### src/rtl/chd_pkg.sv
package chd_pkg;

    // Sizing of the decoder.
    localparam int MAX_CODE_LEN = 16;
    localparam int SYMBOL_COUNT = 256;

    // Derived widths.
    localparam int ACC_W     = (MAX_CODE_LEN > 16) ? MAX_CODE_LEN : 16;
    localparam int LEN_W     = $clog2(MAX_CODE_LEN + 1);
    localparam int SLOT_W    = (MAX_CODE_LEN > 1) ? $clog2(MAX_CODE_LEN) : 1;
    localparam int SYM_IDX_W = $clog2(SYMBOL_COUNT);

    // Command queue between the front and the back; depth is a power of two.
    localparam int QUEUE_DEPTH = 4;
    localparam int QPTR_W      = $clog2(QUEUE_DEPTH);
    localparam int QCNT_W      = $clog2(QUEUE_DEPTH + 1);

    // Input word kinds.
    localparam logic [1:0] KIND_SYMBOL = 2'd0;
    localparam logic [1:0] KIND_LENGTH = 2'd1;
    localparam logic [1:0] KIND_BIT    = 2'd2;

    // Configuration register indexes.
    localparam logic REG_START_SYMBOL = 1'b0;
    localparam logic REG_END_SYMBOL   = 1'b1;

    // Configuration reset values.
    localparam logic [15:0] START_SYMBOL_RESET = 16'h0000;
    localparam logic [15:0] END_SYMBOL_RESET   = 16'hFFFF;

    typedef struct packed {
        logic [1:0]  kind;
        logic [7:0]  entry_index;
        logic [7:0]  entry_symbol;
        logic [4:0]  code_length;
        logic [15:0] length_first_code;
        logic [7:0]  length_first_index;
        logic [8:0]  length_count;
        logic        coded_bit;
    } in_word_t;

    typedef struct packed {
        logic [7:0] symbol;
        logic [4:0] symbol_length;
        logic       last;
        logic       invalid;
    } out_word_t;

    // One command for the back: a symbol table write or a result to deliver.
    typedef struct packed {
        logic       wr;
        logic [7:0] index;
        logic [7:0] data;
        logic [4:0] length;
        logic       last;
        logic       invalid;
    } cmd_t;

    // Configuration values as they stand after this cycle, plus a restart strobe.
    typedef struct packed {
        logic        restart;
        logic [15:0] start_symbol;
        logic [15:0] end_symbol;
    } cfg_ctl_t;

    typedef struct packed {
        logic full;
        logic empty;
    } q_status_t;

endpackage

### src/rtl/chd_front.sv
module chd_front import chd_pkg::*; (
    input  logic     clk,
    input  logic     rst_n,
    input  cfg_ctl_t cfg,
    input  logic     take,
    input  in_word_t item,
    output logic     push,
    output cmd_t     cmd
);

    logic [ACC_W-1:0]  acc_reg;
    logic [LEN_W-1:0]  bits_reg;
    logic [15:0]       decoded_reg;
    logic              finished_reg;
    logic [15:0]       first_code_reg  [MAX_CODE_LEN];
    logic [7:0]        first_index_reg [MAX_CODE_LEN];
    logic [8:0]        count_reg       [MAX_CODE_LEN];

    logic [LEN_W-1:0]  bits_inc;
    logic [SLOT_W-1:0] slot;
    logic [SLOT_W-1:0] load_slot;
    logic [ACC_W-1:0]  acc_shift;
    logic [ACC_W-1:0]  first_ext;
    logic [ACC_W-1:0]  diff;
    logic              hit;
    logic              at_max;
    logic [7:0]        sidx;
    logic [15:0]       dc_plus;
    logic              is_last;
    logic              bit_active;
    logic              length_ok;

    // The slot of the code length reached by this bit is the old bit count.
    assign bits_inc   = bits_reg + 1'b1;
    assign slot       = bits_reg[SLOT_W-1:0];
    assign acc_shift  = {acc_reg[ACC_W-2:0], item.coded_bit};
    assign first_ext  = ACC_W'(first_code_reg[slot]);
    assign diff       = acc_shift - first_ext;
    assign hit        = (acc_shift >= first_ext) && (diff < ACC_W'(count_reg[slot]));
    assign at_max     = (bits_inc == LEN_W'(MAX_CODE_LEN));
    assign sidx       = first_index_reg[slot] + diff[7:0];
    assign dc_plus    = decoded_reg + 16'd1;
    assign is_last    = (dc_plus == cfg.end_symbol);
    assign bit_active = take && (item.kind == KIND_BIT) && !finished_reg;
    assign length_ok  = (item.code_length != 5'd0)
                        && ({1'b0, item.code_length} <= 6'(MAX_CODE_LEN));
    assign load_slot  = SLOT_W'(item.code_length - 5'd1);

    always_comb
    begin
        push = 1'b0;
        cmd  = '0;
        case (item.kind)
            KIND_SYMBOL:
            begin
                push      = take && ({1'b0, item.entry_index} < 9'(SYMBOL_COUNT));
                cmd.wr    = 1'b1;
                cmd.index = item.entry_index;
                cmd.data  = item.entry_symbol;
            end
            KIND_BIT:
            begin
                push        = bit_active && (hit || at_max);
                cmd.index   = sidx;
                cmd.length  = hit ? 5'(bits_inc) : 5'(MAX_CODE_LEN);
                cmd.last    = hit && is_last;
                cmd.invalid = !hit;
            end
            default:
            begin
                push = 1'b0;
            end
        endcase
    end

    always_ff @(posedge clk or negedge rst_n)
    begin
        if (!rst_n)
        begin
            acc_reg      <= '0;
            bits_reg     <= '0;
            decoded_reg  <= START_SYMBOL_RESET;
            finished_reg <= 1'b0;
            for (int i = 0; i < MAX_CODE_LEN; i++)
            begin
                first_code_reg[i]  <= '0;
                first_index_reg[i] <= '0;
                count_reg[i]       <= '0;
            end
        end
        else if (cfg.restart)
        begin
            acc_reg      <= '0;
            bits_reg     <= '0;
            decoded_reg  <= cfg.start_symbol;
            finished_reg <= (cfg.start_symbol >= cfg.end_symbol);
        end
        else if (take)
        begin
            case (item.kind)
                KIND_LENGTH:
                begin
                    if (length_ok)
                    begin
                        first_code_reg[load_slot]  <= item.length_first_code;
                        first_index_reg[load_slot] <= item.length_first_index;
                        count_reg[load_slot]       <= item.length_count;
                    end
                end
                KIND_BIT:
                begin
                    if (!finished_reg)
                    begin
                        if (hit)
                        begin
                            acc_reg     <= '0;
                            bits_reg    <= '0;
                            decoded_reg <= dc_plus;
                            if (is_last)
                            begin
                                finished_reg <= 1'b1;
                            end
                        end
                        else if (at_max)
                        begin
                            acc_reg  <= '0;
                            bits_reg <= '0;
                        end
                        else
                        begin
                            acc_reg  <= acc_shift;
                            bits_reg <= bits_inc;
                        end
                    end
                end
                default:
                begin
                end
            endcase
        end
    end

endmodule

### src/rtl/chd_queue.sv
module chd_queue import chd_pkg::*; (
    input  logic      clk,
    input  logic      rst_n,
    input  logic      push,
    input  cmd_t      push_cmd,
    input  logic      pop,
    output cmd_t      head,
    output q_status_t status
);

    cmd_t              entry_reg [QUEUE_DEPTH];
    logic [QPTR_W-1:0] wr_ptr_reg;
    logic [QPTR_W-1:0] rd_ptr_reg;
    logic [QCNT_W-1:0] count_reg;
    logic [QCNT_W-1:0] count_next;

    assign head         = entry_reg[rd_ptr_reg];
    assign status.full  = (count_reg == QCNT_W'(QUEUE_DEPTH));
    assign status.empty = (count_reg == '0);

    always_comb
    begin
        count_next = count_reg;
        if (push && !pop)
        begin
            count_next = count_reg + 1'b1;
        end
        else if (pop && !push)
        begin
            count_next = count_reg - 1'b1;
        end
    end

    always_ff @(posedge clk or negedge rst_n)
    begin
        if (!rst_n)
        begin
            wr_ptr_reg <= '0;
            rd_ptr_reg <= '0;
            count_reg  <= '0;
        end
        else
        begin
            if (push)
            begin
                wr_ptr_reg <= wr_ptr_reg + 1'b1;
            end
            if (pop)
            begin
                rd_ptr_reg <= rd_ptr_reg + 1'b1;
            end
            count_reg <= count_next;
        end
    end

    always_ff @(posedge clk)
    begin
        if (push)
        begin
            entry_reg[wr_ptr_reg] <= push_cmd;
        end
    end

endmodule

### src/rtl/chd_back.sv
module chd_back import chd_pkg::*; (
    input  logic      clk,
    input  logic      rst_n,
    input  cmd_t      head,
    input  logic      head_valid,
    output logic      pop,
    output logic      result_valid,
    input  logic      result_ready,
    output out_word_t result
);

    logic [7:0] sym_mem [SYMBOL_COUNT];
    logic [7:0] sym_rd_reg;
    logic [4:0] len_reg;
    logic       last_reg;
    logic       invalid_reg;
    logic       valid_reg;

    logic       slot_free;
    logic       rd_en;

    // Table writes never wait; a result waits only for room in the output register.
    assign slot_free = !valid_reg || result_ready;
    assign pop       = head_valid && (head.wr || slot_free);
    assign rd_en     = head_valid && !head.wr && slot_free;

    always_ff @(posedge clk)
    begin
        if (pop && head.wr)
        begin
            sym_mem[head.index[SYM_IDX_W-1:0]] <= head.data;
        end
        if (rd_en)
        begin
            sym_rd_reg  <= sym_mem[head.index[SYM_IDX_W-1:0]];
            len_reg     <= head.length;
            last_reg    <= head.last;
            invalid_reg <= head.invalid;
        end
    end

    always_ff @(posedge clk or negedge rst_n)
    begin
        if (!rst_n)
        begin
            valid_reg <= 1'b0;
        end
        else if (rd_en)
        begin
            valid_reg <= 1'b1;
        end
        else if (result_ready)
        begin
            valid_reg <= 1'b0;
        end
    end

    assign result_valid         = valid_reg;
    assign result.symbol        = invalid_reg ? 8'd0 : sym_rd_reg;
    assign result.symbol_length = len_reg;
    assign result.last          = last_reg;
    assign result.invalid       = invalid_reg;

endmodule

### src/rtl/canonical_huffman_decoder.sv
// Bit-serial canonical Huffman decoder. Each input word either loads one
// entry of the canonical symbol table, loads the first code, first symbol
// index and code count of one code length, or supplies the next bit of the
// coded stream, most significant bit first. The decoder accepts one word
// per clock cycle, sustained, as long as the result side keeps up: the
// front stage updates the code accumulator and compares it against the
// length table in the same cycle the word is accepted, and a four-word
// command queue decouples it from the back stage, which owns the
// single-port symbol memory and the output register. A decoded symbol (or
// an invalid-code word after MAX_CODE_LEN bits without a match) enters the
// command queue at the edge that accepts the bit completing it, and the back
// stage later registers it from the queue head onto the result port. Input
// ready drops only while the command queue is full, which happens only when
// the result side stalls. The symbol memory needs no clearing pass after
// reset; entries must be loaded before any code refers to them. Writing
// either configuration register over the APB port restarts decoding: the
// symbol counter returns to start_symbol and the accumulator is cleared.
// Configuration writes are expected only while the decoder is idle.
module canonical_huffman_decoder import chd_pkg::*; (
    input  logic        clk,
    input  logic        rst_n,

    input  logic        item_valid,
    output logic        item_ready,
    input  in_word_t    item,

    output logic        result_valid,
    input  logic        result_ready,
    output out_word_t   result,

    input  logic        psel,
    input  logic        penable,
    input  logic        pwrite,
    input  logic [2:0]  paddr,
    input  logic [31:0] pwdata,
    output logic [31:0] prdata,
    output logic        pready
);

    logic [15:0] start_symbol_reg;
    logic [15:0] start_symbol_next;
    logic [15:0] end_symbol_reg;
    logic [15:0] end_symbol_next;
    logic        cfg_write;
    cfg_ctl_t    cfg;

    logic        take;
    logic        q_push;
    cmd_t        q_push_cmd;
    logic        q_pop;
    cmd_t        q_head;
    q_status_t   q_status;

    // The APB port completes every access without wait states.
    assign pready    = 1'b1;
    assign cfg_write = psel && penable && pwrite;

    always_comb
    begin
        start_symbol_next = start_symbol_reg;
        end_symbol_next   = end_symbol_reg;
        if (cfg_write)
        begin
            case (paddr[2])
                REG_START_SYMBOL: start_symbol_next = pwdata[15:0];
                REG_END_SYMBOL:   end_symbol_next   = pwdata[15:0];
                default:          start_symbol_next = start_symbol_reg;
            endcase
        end
    end

    always_ff @(posedge clk or negedge rst_n)
    begin
        if (!rst_n)
        begin
            start_symbol_reg <= START_SYMBOL_RESET;
            end_symbol_reg   <= END_SYMBOL_RESET;
        end
        else
        begin
            start_symbol_reg <= start_symbol_next;
            end_symbol_reg   <= end_symbol_next;
        end
    end

    always_comb
    begin
        case (paddr[2])
            REG_START_SYMBOL: prdata = {16'd0, start_symbol_reg};
            REG_END_SYMBOL:   prdata = {16'd0, end_symbol_reg};
            default:          prdata = 32'd0;
        endcase
    end

    // The front sees the register values as they will stand after this edge,
    // so a restart loads the freshly written start and end values.
    assign cfg.restart      = cfg_write;
    assign cfg.start_symbol = start_symbol_next;
    assign cfg.end_symbol   = end_symbol_next;

    // A word is taken whenever the queue has room for the command it may need.
    assign item_ready = !q_status.full;
    assign take       = item_valid && item_ready;

    chd_front u_front (
        .clk   (clk),
        .rst_n (rst_n),
        .cfg   (cfg),
        .take  (take),
        .item  (item),
        .push  (q_push),
        .cmd   (q_push_cmd)
    );

    chd_queue u_queue (
        .clk      (clk),
        .rst_n    (rst_n),
        .push     (q_push),
        .push_cmd (q_push_cmd),
        .pop      (q_pop),
        .head     (q_head),
        .status   (q_status)
    );

    chd_back u_back (
        .clk          (clk),
        .rst_n        (rst_n),
        .head         (q_head),
        .head_valid   (!q_status.empty),
        .pop          (q_pop),
        .result_valid (result_valid),
        .result_ready (result_ready),
        .result       (result)
    );

    // An invalid-code word carries a zero symbol, the full code length and no last flag.
    a_invalid_word: assert property (@(posedge clk) disable iff (!rst_n)
        (result_valid && result.invalid) |->
            (result.symbol == 8'd0) && !result.last
            && (result.symbol_length == 5'(MAX_CODE_LEN)))
        else $error("invalid-code result word is malformed");

    // The queue is never pushed while full.
    a_no_overflow: assert property (@(posedge clk) disable iff (!rst_n)
        q_push |-> !q_status.full)
        else $error("command queue overflow");

    // A push without a pop leaves the queue non-empty in the next cycle.
    a_push_lands: assert property (@(posedge clk) disable iff (!rst_n)
        (q_push && !q_pop) |=> !q_status.empty)
        else $error("pushed command was lost");

    // The back never pops an empty queue.
    a_no_underflow: assert property (@(posedge clk) disable iff (!rst_n)
        q_pop |-> !q_status.empty)
        else $error("command queue underflow");

endmodule
### config.mk
export PLATFORM = sky130hd
export DESIGN_NAME = canonical_huffman_decoder
export DESIGN_NICKNAME = d
export VERILOG_FILES = /design/src/rtl/chd_pkg.sv /design/src/rtl/chd_front.sv /design/src/rtl/chd_queue.sv /design/src/rtl/chd_back.sv /design/src/rtl/canonical_huffman_decoder.sv
export SDC_FILE = /design/constraint.sdc
export NUM_CORES = 2
export LEC_CHECK = 0
export BUFFER_PORTS_ARGS = -buffer_cell sky130_fd_sc_hd__buf_4
export CORE_AREA = 2 2 507 509
export DETAILED_ROUTE_END_ITERATION = 8
export DIE_AREA = 0 0 509 511
export SETUP_SLACK_MARGIN = 0.5
export SLEW_MARGIN = 25
export SYNTH_ARGS = -nofsm -noshare
export SYNTH_HDL_FRONTEND = slang
export SYNTH_SLANG_ARGS = --single-unit
### constraint.sdc
create_clock -name clk -period 6.75 [get_ports clk]
set_input_delay 0.3375 -clock clk [delete_from_list [all_inputs] [get_ports clk]]
set_output_delay 0.3375 -clock clk [all_outputs]
set_load 0.03 [all_outputs]
# == After elaboration in Yosys (flattened, before gate mapping) ==
# Memory sizes are Yosys's and may differ from the RTL's. A register that Yosys moved wholly into a read port is not among the register bits.
# Cells that the tools add are included.
# word_totals
regBits,612
ram_bits,2144
in_bits,99
out_inout_bits,50
wordCells,189
mem_count,2
# op_classes
add_sub_neg,9
order_cmp,7
n_eq_ne,6
muxes,61
bitwise,4
reduce_logical,39
# memory_table
memory,words,word_bits,rd,rd_clocked_by_memory_dff,wr,line,text
u_back.sym_mem,256,8,1,1,1,chd_back.sv:12,logic [7:0] sym_mem [SYMBOL_COUNT];
u_queue.entry_reg,4,24,1,0,1,chd_queue.sv:11,cmd_t entry_reg [QUEUE_DEPTH];
# ops
cell,count
256-bit bitwise mux,1
16-bit 2-to-1 mux,12
144-bit bitwise mux,1
128-bit bitwise mux,1
15-bit 2-to-1 mux,6
16-bit binary-select mux with 4-bit select,1
16-bit demux with 4-bit select,1
32-bit case mux with 2 select lines,1
8-bit 2-to-1 mux,5
9-bit binary-select mux with 4-bit select,1
9-bit demux with 4-bit select,1
5-bit 2-to-1 mux,7
8-bit binary-select mux with 4-bit select,1
8-bit demux with 4-bit select,1
16-bit greater-or-equal comparator,2
9-bit 2-to-1 mux,3
"16-bit by 1-bit adder with 16-bit output, second input constant",1
16-bit equality test,1
1-bit logical AND,16
16-bit by 9-bit < comparator with 1-bit output,1
8-bit case mux with 2 select lines,1
16-bit subtractor,1
1-bit 2-to-1 mux,13
"5-bit greater-or-equal comparator, second input constant",2
other kinds (27),45

# == Logic depth before layout (Yosys ltp) ==
# depth
ltp_word,14
depth_mapped,32
depth_no_buf,28

# == Cells and area by module ==
# Synthesis repeated with hierarchy kept, for this count alone.
# unflattened
cells_unflattened,6035
hier_area_um2,112763.1
# by_module_without_submodules
mod,n_inst,cells_per_inst,area_per_inst_um2,seq_area_each_um2
chd_back,1,3550,78652.9,61974.4
chd_front,1,2216,28566.1,14138.6
chd_queue,1,160,3902.5,3057.9
canonical_huffman_decoder,1,109,1641.6,820.8

# == Worst setup path after synthesis ==
# Ideal clock, no wire load.
# synth_timing
kind,reg-to-reg
startpoint,register u_front.bits_reg[0]
endpoint,register u_queue.count_reg[2]
arrival_time_ns,6.915
t_required_ns,6.671
slack_ns,-0.245
path_stages_with_launch,29
path_buffers,4
cell_sequence,dfrtp_1 buf_4 clkbuf_1 buf_1 buf_1 mux4_2 a221oi_1 ha_1 nor2b_1 o211ai_1 a21boi_0 or2_2 a21o_1 a21oi_1 xnor2_1 ha_1 a311oi_1 o2111ai_1 a2111oi_0 nand4_1 a211oi_2 o21bai_1 a211oi_2 ha_1 inv_1 fa_1 xor2_1 nor2_1 xor2_1
# synth_via
elab_chain_cells,13
elab_cells_between_ends,21
cone_classes,add/sub (2); order compare (2); eq/ne (1); mux (8); bitwise (1); reduce/logical (7)
# synth_rtl
element,line,text
"start, declared",chd_front.sv:12,logic [LEN_W-1:0] bits_reg;
"start signal, assigned",chd_front.sv:132,bits_reg <= bits_inc;
4-bit inverter with 5-bit output (not written as such),"chd_front.sv:37, chd_front.sv:39",
16-bit binary-select mux with 4-bit select,chd_front.sv:37,assign first_ext = ACC_W'(first_code_reg[slot]);
16-bit 2-to-1 mux (not written as such) (2 in series),chd_front.sv:37,
16-bit subtractor,chd_front.sv:38,assign diff = acc_shift - first_ext;
16-bit by 9-bit < comparator with 1-bit output,chd_front.sv:39,assign hit = (acc_shift >= first_ext) && (diff < ACC_W'(count_reg[slot]));
1-bit logical AND,chd_front.sv:39,
1-bit logical OR *,chd_front.sv:63,push = bit_active && (hit || at_max);
1-bit logical AND *,chd_front.sv:63,
1-bit case mux with 2 select lines *,chd_front.sv:53,case (item.kind)
named net q_push,canonical_huffman_decoder.sv:48,logic q_push;
1-bit zero test,chd_queue.sv:28,else if (pop && !push)
1-bit logical AND,chd_queue.sv:28,
2-bit nonzero test (no source line),--,
"end signal, assigned",chd_queue.sv:52,count_reg <= count_next;
"end, declared",chd_queue.sv:14,logic [QCNT_W-1:0] count_reg;
# The timed path passes the listed nets; every way through them passes the cells marked *. The select of a mux whose other input is x is not followed.
# A chain may end at the register's enable or synchronous reset.

# == Worst setup path after layout ==
# layout_timing
startpoint,register u_front.bits_reg[2]
endpoint,register u_queue.count_reg[2]
# Same word-level chain as after synthesis.

==> summary.md <==
| Metric | Value |
|---|---|
| Outcome | finished, final reports clean |
| FF-to-FF setup slack | 0.62 ns |
| Dpl ws | 0.157 ns |
| Initial antenna violation count | 15 |
| Fin Setup TNS | 0 ns |
| Die Y | 511 µm |
| Post-synthesis instance area | 114000 µm² |
| Initial DRC Count | 8269 |
| Post-synth EDFFs | 2159 |
| CTS tree | done |
| IO Port Bufs | 113 |
| RSZ-0062 raised after global routing | yes |
| Async S/R FF share, synth | 0.219 |
| Largest net degree at the start of global routing | 177 |
| Final HPWL DP | 206 mm |
| CTS HTree Levels | 5 |
| CTS max path bufs | 4 |
| Pwr/cell area | 437 nW/µm² |
| Initial DRT Pass Iterations | 6 |
| Worst skew pair latency | 0.96 ns |
| Most frequent cell after synthesis | edfxtp_1 |
| Synthesized area per cell | 16.2 µm² |
| Top-area cell type share of the netlist area | 0.568 |
| Worst R2R End | u_queue.count_reg[2] |
| Routed WL | 333 mm |
| Die W | 509 µm |
| Post-Synthesis Cells | 7045 |
| Setup WS post-layout | 0.620 ns |
| Pin slew with the least headroom to its limit | 1.25 ns |
| Residual DRC | 0 |
| Sequential fraction of the synthesis area | 0.701 |
| First-pass GRT wire length | 478 mm |
| CTS Sinks | 2764 |
| Most frequent cells after synthesis | edfxtp_1 (2159), nand2_1 (836), mux2_2 (601) |
| CP Max Fanout | 12 |
| Area grow syn2layout | 14.4% |
| Worst reg2reg path depth | 26 |
| Wire per inst | 30.4 µm |
| Max frequency | 163 MHz |
| Initial Util | 0.447 |
| Max-cap viol count | 0 |
| Fin crit period | 6.13 ns |
| Main synth FF type | edfxtp_1 |
| Crit-path max cell delay | 0.58 ns |
| Routed vias | 66.7k |
| CP max stage cell | dfrtp_4 |
| Clock buffer count from CTS | 308 |
| Final hold vios | 0 |
| Vias in the first global route | 65.7k |
| YS warnings | 0 |
| Core Region | 255000 µm² |
| CTS clk-pin slew, worst paths | 0.06 ns |
| Share of layout cells above drive strength 1 | 0.255 |
| CP endpoint kind | flop |
| Crit start category | flop |
| Max reg flops | 2048 |
| Top-Level Pins | 149 |
| Yosys top cell by area | edfxtp_1 |
| Max-slew headroom | 0.167 |
| Leak pwr | 0.0468 µW |
| Die area | 260000 µm² |
| Final setup fails | 0 |
| CP arrival | 6.97 ns |
| Worst vdd ir | 0.000598 V |
| Via density | 6.07 |
| FP Rows | 186 |
| Post-route ant nets | 0 |
| HP Class | in2async |
| Layout Skew | 0.0877 ns |
| Final worst path period share | 0.908 |
| Total GRT Usage | 0.253 |
| Most used cell, CP | a21o_1 |
| Crit Reg-Reg Startpoint | u_front.bits_reg[2] |
| Ranking of synthesized cells by area | edfxtp_1 (57%), dfrtp_1 (13%), mux4_2 (8.0%) |
| Nets | 7524 |
| Pins Over Slew Limit | 0 |
| Clock root cell | clkbuf_16 |
| Crit Path Class | reg2reg |
| Distinct cells, synth | 77 |
| Worst Path Required | 7.58 ns |
| Yosys reg bits | 2764 |
| Routability cong. | 0.908 |
| Grt ovf | 0 |
[timing repair]
action	CTS	global route
hold buffers	68	0
hold endpoints to repair	756	0
buffers inserted	11	19
pin swaps	6	32
gates resized for setup	18	37
endpoints found under the setup margin	90	82
cloned	1	2
[logic make-up after synthesis]
logic type / after synthesis / share of synthesized area
AOI/OAI and AO/OA: 693 / 0.0426
xor gates and xnor gates: 61 / 0.00480
adders and majority gates: 58 / 0.00655
buffers and inverters: 518 / 0.0211
DFF: 2764 / 0.701
muxes: 1225 / 0.158
other: 2 / 0.0000658
and+or+nand+nor: 1724 / 0.0660
[routing by layer]
layer / share of wire / track usage
met5: 0.00034 / 0
met2: 0.47 / 0.394
met4: 0.047 / 0.102
met3: 0.085 / 0.0500
met1: 0.40 / 0.351
[power breakdown]
group          switching [µW]  internal, µW
clock network            6690          9440
registers                 388         21300
logic                   13000          6150
[cells in the final DEF, fill, tap and decap left out, types with 30 or more instances in the layout]
cell / n
mux2i_1: 219
nand2_1: 832
clkinv_2: 54
nand3_1: 228
clkbuf_1: 64
clkinv_1: 45
edfxtp_1: 2159
nand4_1: 60
a211oi_1: 48
o21a_1: 30
clkbuf_16: 316
dfrtp_1: 584
ha_1: 51
buf_4: 359
a221oi_1: 52
inv_1: 42
a311oi_1: 35
a32oi_1: 35
mux4_2: 392
and3_1: 65
nor2b_1: 50
a22oi_1: 50
xnor2_1: 34
mux2_2: 596
a21oi_1: 133
dlygate4sd3_1: 68
a31oi_1: 81
nor2_1: 338
o21ai_0: 66
[cell type report]
class	count	area [µm²]
Clock buffer	394	8320
Antenna cell	5	12.5
Tap cell	3384	4230
Fill cell	20800	125000
Multi-Input combinational cell	3778	32400
Sequential cell	2764	80000
Clock inverter	137	1220
Inverter	43	161
Timing Repair Buffer	472	4310
[worst max-delay path by stage]
stage | start | endpoint | cells after the start
5_1_grt | u_front.bits_reg[2] | u_queue.count_reg[2] | 26
4_1_cts | u_front.bits_reg[0] | u_queue.count_reg[2] | 28
6_report | u_front.bits_reg[2] | u_queue.count_reg[2] | 26
3_5_place_dp | u_front.bits_reg[0] | u_queue.count_reg[2] | 24
3_3_place_gp | u_front.bits_reg[0] | u_queue.count_reg[2] | 24
2_1_floorplan | u_front.bits_reg[0] | u_queue.count_reg[2] | 28
[through the flow]
stage           util  hold WS (ns)  power [µW]  instances  instance area, µm²
2_1_floorplan      -        0.0419       32900       7060              114000
3_3_place_gp   0.468         0.479       40300      10300              120000
3_5_place_dp   0.469         0.484       40500      10300              120000
4_1_cts        0.510        0.0286       56700      10900              130000
5_1_grt        0.512         0.101       58800      11000              131000
6_report       0.512        0.0876       57000      11000              131000
[worst max-delay path: cells and delay by family (launching register included)]
family | cells | cell delay (ns)
fa+ha+maj | 4 | 1.20
buf+inv | 2 | 0.22
compound gates | 11 | 2.58
xor+xnor | 3 | 0.39
flops | 1 | 0.58
simple gates | 6 | 1.04
Note: power is estimated with default switching activity, not from simulation.
